===== config.mk =====
export PLATFORM = sky130hd
export DESIGN_NAME = sorted_priority_queue
export DESIGN_NICKNAME = d
export VERILOG_FILES = /design/src/design/spq_pkg.sv /design/src/design/spq_cell.sv /design/src/design/sorted_priority_queue.sv
export VERILOG_INCLUDE_DIRS = /design/src /design/src/design
export SDC_FILE = /design/constraint.sdc
export NUM_CORES = 2
export LEC_CHECK = 0
export ABC_AREA = 1
export BUFFER_PORTS_ARGS = -buffer_cell sky130_fd_sc_hd__clkbuf_2
export CAP_MARGIN = 10
export CORE_MARGIN = 8
export CORE_UTILIZATION = 40
export DETAILED_ROUTE_END_ITERATION = 12
export GPL_ROUTABILITY_DRIVEN = 1
export GPL_TIMING_DRIVEN = 0
export PLACE_DENSITY = 0.67
export SLEW_MARGIN = 40
export SYNTH_ARGS = -nofsm -noshare
export SYNTH_HDL_FRONTEND = slang
export SYNTH_HIERARCHICAL = 1
export SYNTH_SLANG_ARGS = --single-unit

===== constraint.sdc =====
create_clock -name clk -period 5.05 [get_ports clk]
set_clock_uncertainty 0.2 [all_clocks]
set_input_delay 0.505 -clock clk [delete_from_list [all_inputs] [get_ports clk]]
set_output_delay 0.505 -clock clk [all_outputs]
set_load 0.05 [all_outputs]

===== src/design/sorted_priority_queue_assert.svh =====
// ----------------------------------------------------------------------------
// Assertion macros for the sorted priority queue
// Shared forms of the concurrent checks used at the end of the top level.
// ----------------------------------------------------------------------------
`ifndef SORTED_PRIORITY_QUEUE_ASSERT_SVH
`define SORTED_PRIORITY_QUEUE_ASSERT_SVH

// The consequent must hold in the same cycle as the antecedent.
`define SPQ_ASSERT_SAME(lbl, ante, cons, msg) \
	lbl: assert property (@(posedge clk) disable iff (!arst_n) (ante) |-> (cons)) \
		else $error(msg);

// The consequent must hold in the cycle after the antecedent.
`define SPQ_ASSERT_NEXT(lbl, ante, cons, msg) \
	lbl: assert property (@(posedge clk) disable iff (!arst_n) (ante) |=> (cons)) \
		else $error(msg);

`endif


===== src/design/spq_pkg.sv =====
`timescale 1ns / 1ps
// ----------------------------------------------------------------------------
// Sorted priority queue package
// Payload structs, entry type, cell control and status and command codes.
// ----------------------------------------------------------------------------
package spq_pkg;

	localparam logic CMD_ENQUEUE = 1'b0;
	localparam logic CMD_DEQUEUE = 1'b1;

	localparam logic [1:0] STATUS_DONE  = 2'd0;
	localparam logic [1:0] STATUS_FULL  = 2'd1;
	localparam logic [1:0] STATUS_EMPTY = 2'd2;

	typedef struct packed {
		logic               cmd;
		logic signed [31:0] item_value;
		logic signed [31:0] item_priority;
	} op_t;

	typedef struct packed {
		logic signed [31:0] head_value;
		logic signed [31:0] head_priority;
		logic [1:0]         status;
		logic [3:0]         entry_count;
	} result_t;

	typedef struct packed {
		logic signed [31:0] value;
		logic signed [31:0] prio;
	} entry_t;

	// Broadcast to every cell for one operation that changes the queue.
	typedef struct packed {
		logic enq;
		logic deq;
	} cell_ctrl_t;

endpackage


===== src/design/spq_cell.sv =====
`timescale 1ns / 1ps
// ----------------------------------------------------------------------------
// Sorted priority queue cell
// Holds one entry; on insert it keeps, takes the new entry or takes its left
// neighbor's, and on removal it takes its right neighbor's entry.
// ----------------------------------------------------------------------------
module spq_cell import spq_pkg::*; (
	input  logic       clk,
	input  cell_ctrl_t ctrl,
	input  entry_t     new_entry,
	input  entry_t     left_entry,
	input  logic       left_keep,
	input  entry_t     right_entry,
	input  logic       occupied,
	output entry_t     entry,
	output logic       keep
);

	entry_t entry_q;

	// A held entry stays put unless the newcomer strictly outranks it.
	assign keep  = occupied && !($signed(new_entry.prio) > $signed(entry_q.prio));
	assign entry = entry_q;

	always_ff @(posedge clk) begin
		if (ctrl.enq) begin
			if (!keep) begin
				entry_q <= left_keep ? new_entry : left_entry;
			end
		end else if (ctrl.deq) begin
			entry_q <= right_entry;
		end
	end

endmodule


===== src/design/sorted_priority_queue.sv =====
`timescale 1ns / 1ps
// ----------------------------------------------------------------------------
// Sorted priority queue
// Bounded queue of value and priority pairs, served highest priority first.
// ----------------------------------------------------------------------------
// The queue is a row of DEPTH cells kept in descending priority order, the
// head in cell 0. On an enqueue each cell compares the new priority with its
// own in parallel and either keeps its entry, takes the new one, or takes its
// left neighbor's; on a dequeue every cell takes its right neighbor's entry.
// New entries go behind all entries of equal priority, so equal priorities
// leave in arrival order. One operation is accepted per cycle as long as the
// result register is free or is being drained in the same cycle; each
// operation gives exactly one result in the cycle after its transfer. A full
// queue drops an enqueue with status full, an empty queue answers a dequeue
// with status empty, and every result carries the entry count after the
// operation (low four bits).
// ----------------------------------------------------------------------------
module sorted_priority_queue import spq_pkg::*; #(
	parameter int DEPTH = 8
) (
	input  logic    clk,
	input  logic    arst_n,
	input  logic    op_valid,
	output logic    op_stall,
	input  op_t     op,
	output logic    result_valid,
	input  logic    result_stall,
	output result_t result
);

	localparam int CW = $clog2(DEPTH + 1);

	logic [CW-1:0] count_q;
	logic [CW-1:0] count_next;
	logic          result_valid_q;
	result_t       result_q;

	logic       op_xfer;
	logic       is_full;
	logic       is_empty;
	logic       do_enq;
	logic       do_deq;
	cell_ctrl_t ctrl;
	entry_t     new_entry;
	logic [CW+3:0] count_wide;

	entry_t     cell_entry [DEPTH];
	logic       cell_keep  [DEPTH];

	// The input side waits only while a finished result is held and stalled.
	assign op_stall = result_valid_q && result_stall;
	assign op_xfer  = op_valid && !op_stall;

	assign is_full  = (count_q == CW'(DEPTH));
	assign is_empty = (count_q == '0);
	assign do_enq   = op_xfer && (op.cmd == CMD_ENQUEUE) && !is_full;
	assign do_deq   = op_xfer && (op.cmd == CMD_DEQUEUE) && !is_empty;

	assign ctrl.enq = do_enq;
	assign ctrl.deq = do_deq;

	assign new_entry.value = op.item_value;
	assign new_entry.prio  = op.item_priority;

	// The row of cells. Cell 0 always sees a "left neighbor keeps" so that an
	// enqueue that outranks the head lands there; the last cell shifts in zero.
	for (genvar i = 0; i < DEPTH; i++) begin : g_cell
		entry_t left_e;
		logic   left_k;
		entry_t right_e;

		if (i == 0) begin : g_first
			assign left_e = new_entry;
			assign left_k = 1'b1;
		end else begin : g_inner_left
			assign left_e = cell_entry[i-1];
			assign left_k = cell_keep[i-1];
		end

		if (i == DEPTH - 1) begin : g_last
			assign right_e = '0;
		end else begin : g_inner_right
			assign right_e = cell_entry[i+1];
		end

		spq_cell u_cell (
			.clk         (clk),
			.ctrl        (ctrl),
			.new_entry   (new_entry),
			.left_entry  (left_e),
			.left_keep   (left_k),
			.right_entry (right_e),
			.occupied    (count_q > CW'(i)),
			.entry       (cell_entry[i]),
			.keep        (cell_keep[i])
		);
	end

	always_comb begin
		count_next = count_q;
		if (do_enq) begin
			count_next = count_q + CW'(1);
		end else if (do_deq) begin
			count_next = count_q - CW'(1);
		end
	end

	assign count_wide = {4'b0000, count_next};

	always_ff @(posedge clk or negedge arst_n) begin
		if (!arst_n) begin
			count_q        <= '0;
			result_valid_q <= 1'b0;
		end else begin
			count_q <= count_next;
			if (op_xfer) begin
				result_valid_q <= 1'b1;
			end else if (!result_stall) begin
				result_valid_q <= 1'b0;
			end
		end
	end

	// The result register loads on every transfer; the head is read from
	// cell 0 before the shift takes effect.
	always_ff @(posedge clk) begin
		if (op_xfer) begin
			result_q.head_value    <= do_deq ? cell_entry[0].value : '0;
			result_q.head_priority <= do_deq ? cell_entry[0].prio : '0;
			result_q.entry_count   <= count_wide[3:0];
			if (op.cmd == CMD_ENQUEUE) begin
				result_q.status <= is_full ? STATUS_FULL : STATUS_DONE;
			end else begin
				result_q.status <= is_empty ? STATUS_EMPTY : STATUS_DONE;
			end
		end
	end

	assign result_valid = result_valid_q;
	assign result       = result_q;

`include "sorted_priority_queue_assert.svh"

	`SPQ_ASSERT_NEXT(a_enq_grows, do_enq, count_q == $past(count_q) + CW'(1), "enqueue did not grow the count")
	`SPQ_ASSERT_NEXT(a_deq_head, do_deq, result_q.head_priority == $past(cell_entry[0].prio), "dequeue reported a wrong head")
	`SPQ_ASSERT_SAME(a_empty_zero, result_valid_q && result_q.status == STATUS_EMPTY, result_q.head_value == '0 && result_q.entry_count == 4'd0, "empty dequeue result not zero")
	`SPQ_ASSERT_SAME(a_count_bound, 1'b1, count_q <= CW'(DEPTH), "entry count above depth")

endmodule


==> run_results.csv <==
group,metric,value,unit
finish,final_nets,4899,
min_path,hold_path.class,"input port to async pin",
floorplanning,rows,109,
cts,cts_tree,"done",
cts,clk_latency,0.61,ns
finish,seqCellArea,17600,sq um
sta,hold_violations,0,
setup_path,critical_path_class,"register to register",
global_routing,grt_pass1_wl,166,mm
global_routing,antenna_found_initial,4,
sta,setup_viol,0,
yosys,syn_area_per_cell,8.34,sq um
placement,hpwlAfterDp,84.5,mm
floorplanning,top_level_ports,141,
cts,cts_root_buf,"clkbuf_16",
setup_path,worst_setup_path_start_kind,"register",
setup_path,path_max_fanout,10,
floorplanning,core_area,88500,sq um
sta,whs,0.0539,ns
sta,rsz0062_at_grt,"false",
finish,syn_to_final_growth,13.2,%
finish,fin_area,40400,sq um
finish,multi_input_area,15800,sq um
setup_path,r2r_setup_slack,0.46,ns
drt,num_vias,30200,
global_routing,overflow,0,
power,leakage,17.5,nW
floorplanning,initial_core_util,40.4,%
drt,avgViaCountPerCell,5.22,
power,ir_drop,0.261,mV
power,power,17.5,mW
setup_path,arrival,4.71,ns
floorplanning,die_w,315,um
placement,gp_congestion,0.903,
setup_path,critPathCaptureType,"register",
outcome,status,"completed",
cts,cts_inserted_buffers,70,
drt,wirelength,108,mm
sta,fin_ws,0.464,ns
cts,cts_max_path_buffers,3,
global_routing,first_global_vias,29300,
drt,firstDrtPassIters,6,
yosys,yosys_warnings,6,
cts,path_clk_slew,0.06,ns
job,maxCapViolCount,0,
yosys,syn_inst,4282,
cts,postCtsSetupBuffers,0,
finish,drive_gt1_share,8.80,%
sta,finalCriticalPeriod,4.59,ns
yosys,syn-cell-area,35700,sq um
finish,fill_cells,8529,
sta,fmax,218,MHz
drt,drc,0,
cts,cts.sinks,587,
drt,post_drt_wl_per_cell,18.7,um
sta,slew_violations,0,
sta,worst_slew_pin_slew,0.810,ns
setup_path,crit_required,5.18,ns
global_routing,grt_max_degree,37,
sta,period_share,90.8,%
power,p_per_area,434,nW/um^2
drt,initialDrtViolationCount,2880,
placement,placed_cell_area,38400,sq um
floorplanning,die_y,315,um
global_routing,grtUsageTotal,21.3,%
placement,dp_slack,0.235,ns
drt,ant_nets,0,
floorplanning,dieArea,99100,sq um
sta,slew_headroom,46.0,%
cts,cts-htree-levels,3,
placement,place.port_buffers,140,
[cell type report]
| cell class | count | share of cell area (%) |
|---|---|---|
| Inverter | 430 | 4.00 |
| Antenna cell | 3 | 0.0186 |
| Tap cell | 1165 | 3.61 |
| Multi-Input combinational cell | 3104 | 39.2 |
| Clock inverter | 29 | 0.381 |
| Buffer | 225 | 2.39 |
| Clock buffer | 88 | 4.60 |
| Timing Repair Buffer | 152 | 2.27 |
| Sequential cell | 587 | 43.5 |
[per-layer routing]
metal,share of wire (%),track usage (%)
met2,48,36.8
met1,41,26.6
met4,2.9,6.88
met5,0.010,0
met3,8.3,4.21
[worst paths after layout]
check | cells past startpoint | start | end
worst min register to register | 2 | result_valid | result_valid
min in group clk | 3 | op_valid | result_valid
worst max-delay path | 18 | g_cell[5].u_cell/entry[5] | g_cell[6].u_cell/entry[32]
worst min-delay path | 2 | arst_n | count_q[3]
max in group asynchronous | 2 | arst_n | count_q[0]
worst max register to register | 18 | g_cell[5].u_cell/entry[5] | g_cell[6].u_cell/entry[32]
[power by group]
| group | total, mW | internal (mW) | switching [mW] |
|---|---|---|---|
| Sequential | 7.15 | 6.64 | 0.505 |
| Combinational | 5.79 | 1.55 | 4.23 |
| Clock | 4.60 | 2.60 | 2.01 |
[state kept, by name, summed over array words and instances, names as in the netlist]
name and cells:
g_cell.u_cell/entry 512, result 70, count_q 4, result_valid 1
[placed cells by master (no fill, tap or decap), types with 10 or more instances in the layout]
master     instances
nand2_1          862
o21ai_1          673
nor2_1           631
edfxtp_1         582
inv_1            386
o21ai_0          370
ha_1             260
clkbuf_1         171
clkbuf_2         141
a21oi_1          101
clkbuf_16         72
conb_1            66
inv_2             42
buf_2             42
nor2_2            34
nand3_1           32
clkinv_1          16
buf_1             15
o21a_1            15
nand2_2           11
nand2_4           10
a21o_1            10
[timing repair]
| action | CTS | global route |
|---|---|---|
| hold endpoints to repair | 7 | 0 |
| hold buffers | 3 | 0 |
| resized for setup | 0 | 0 |
| endpoints found under the setup margin | 0 | 0 |
[per-stage QoR]
step	setup TNS (ns)	utilization, %	instances
6_report	0	45.7	5783
5_1_grt	0	45.7	5783
4_1_cts	0	45.7	5780
3_5_place_dp	0	43.4	5660
3_3_place_gp	-236.53	43.1	5651
2_1_floorplan	0	-	4346
[critical path, stage by stage (launching register included)]
cell      delay (ns)
edfxtp_1        0.40
inv_1           0.08
ha_1            0.23
a21oi_1         0.18
nor2_1          0.05
nor2_1          0.18
nand2_1         0.11
nand2_1         0.07
nand2_1         0.12
nand2_1         0.11
nand3_1         0.08
nand3_1         0.25
nand2_1         0.28
inv_1           0.22
buf_2           0.40
inv_2           0.28
clkbuf_1        0.39
nor2_1          0.52
o21ai_1         0.14
No activity file was read; power rests on OpenSTA's default activity.
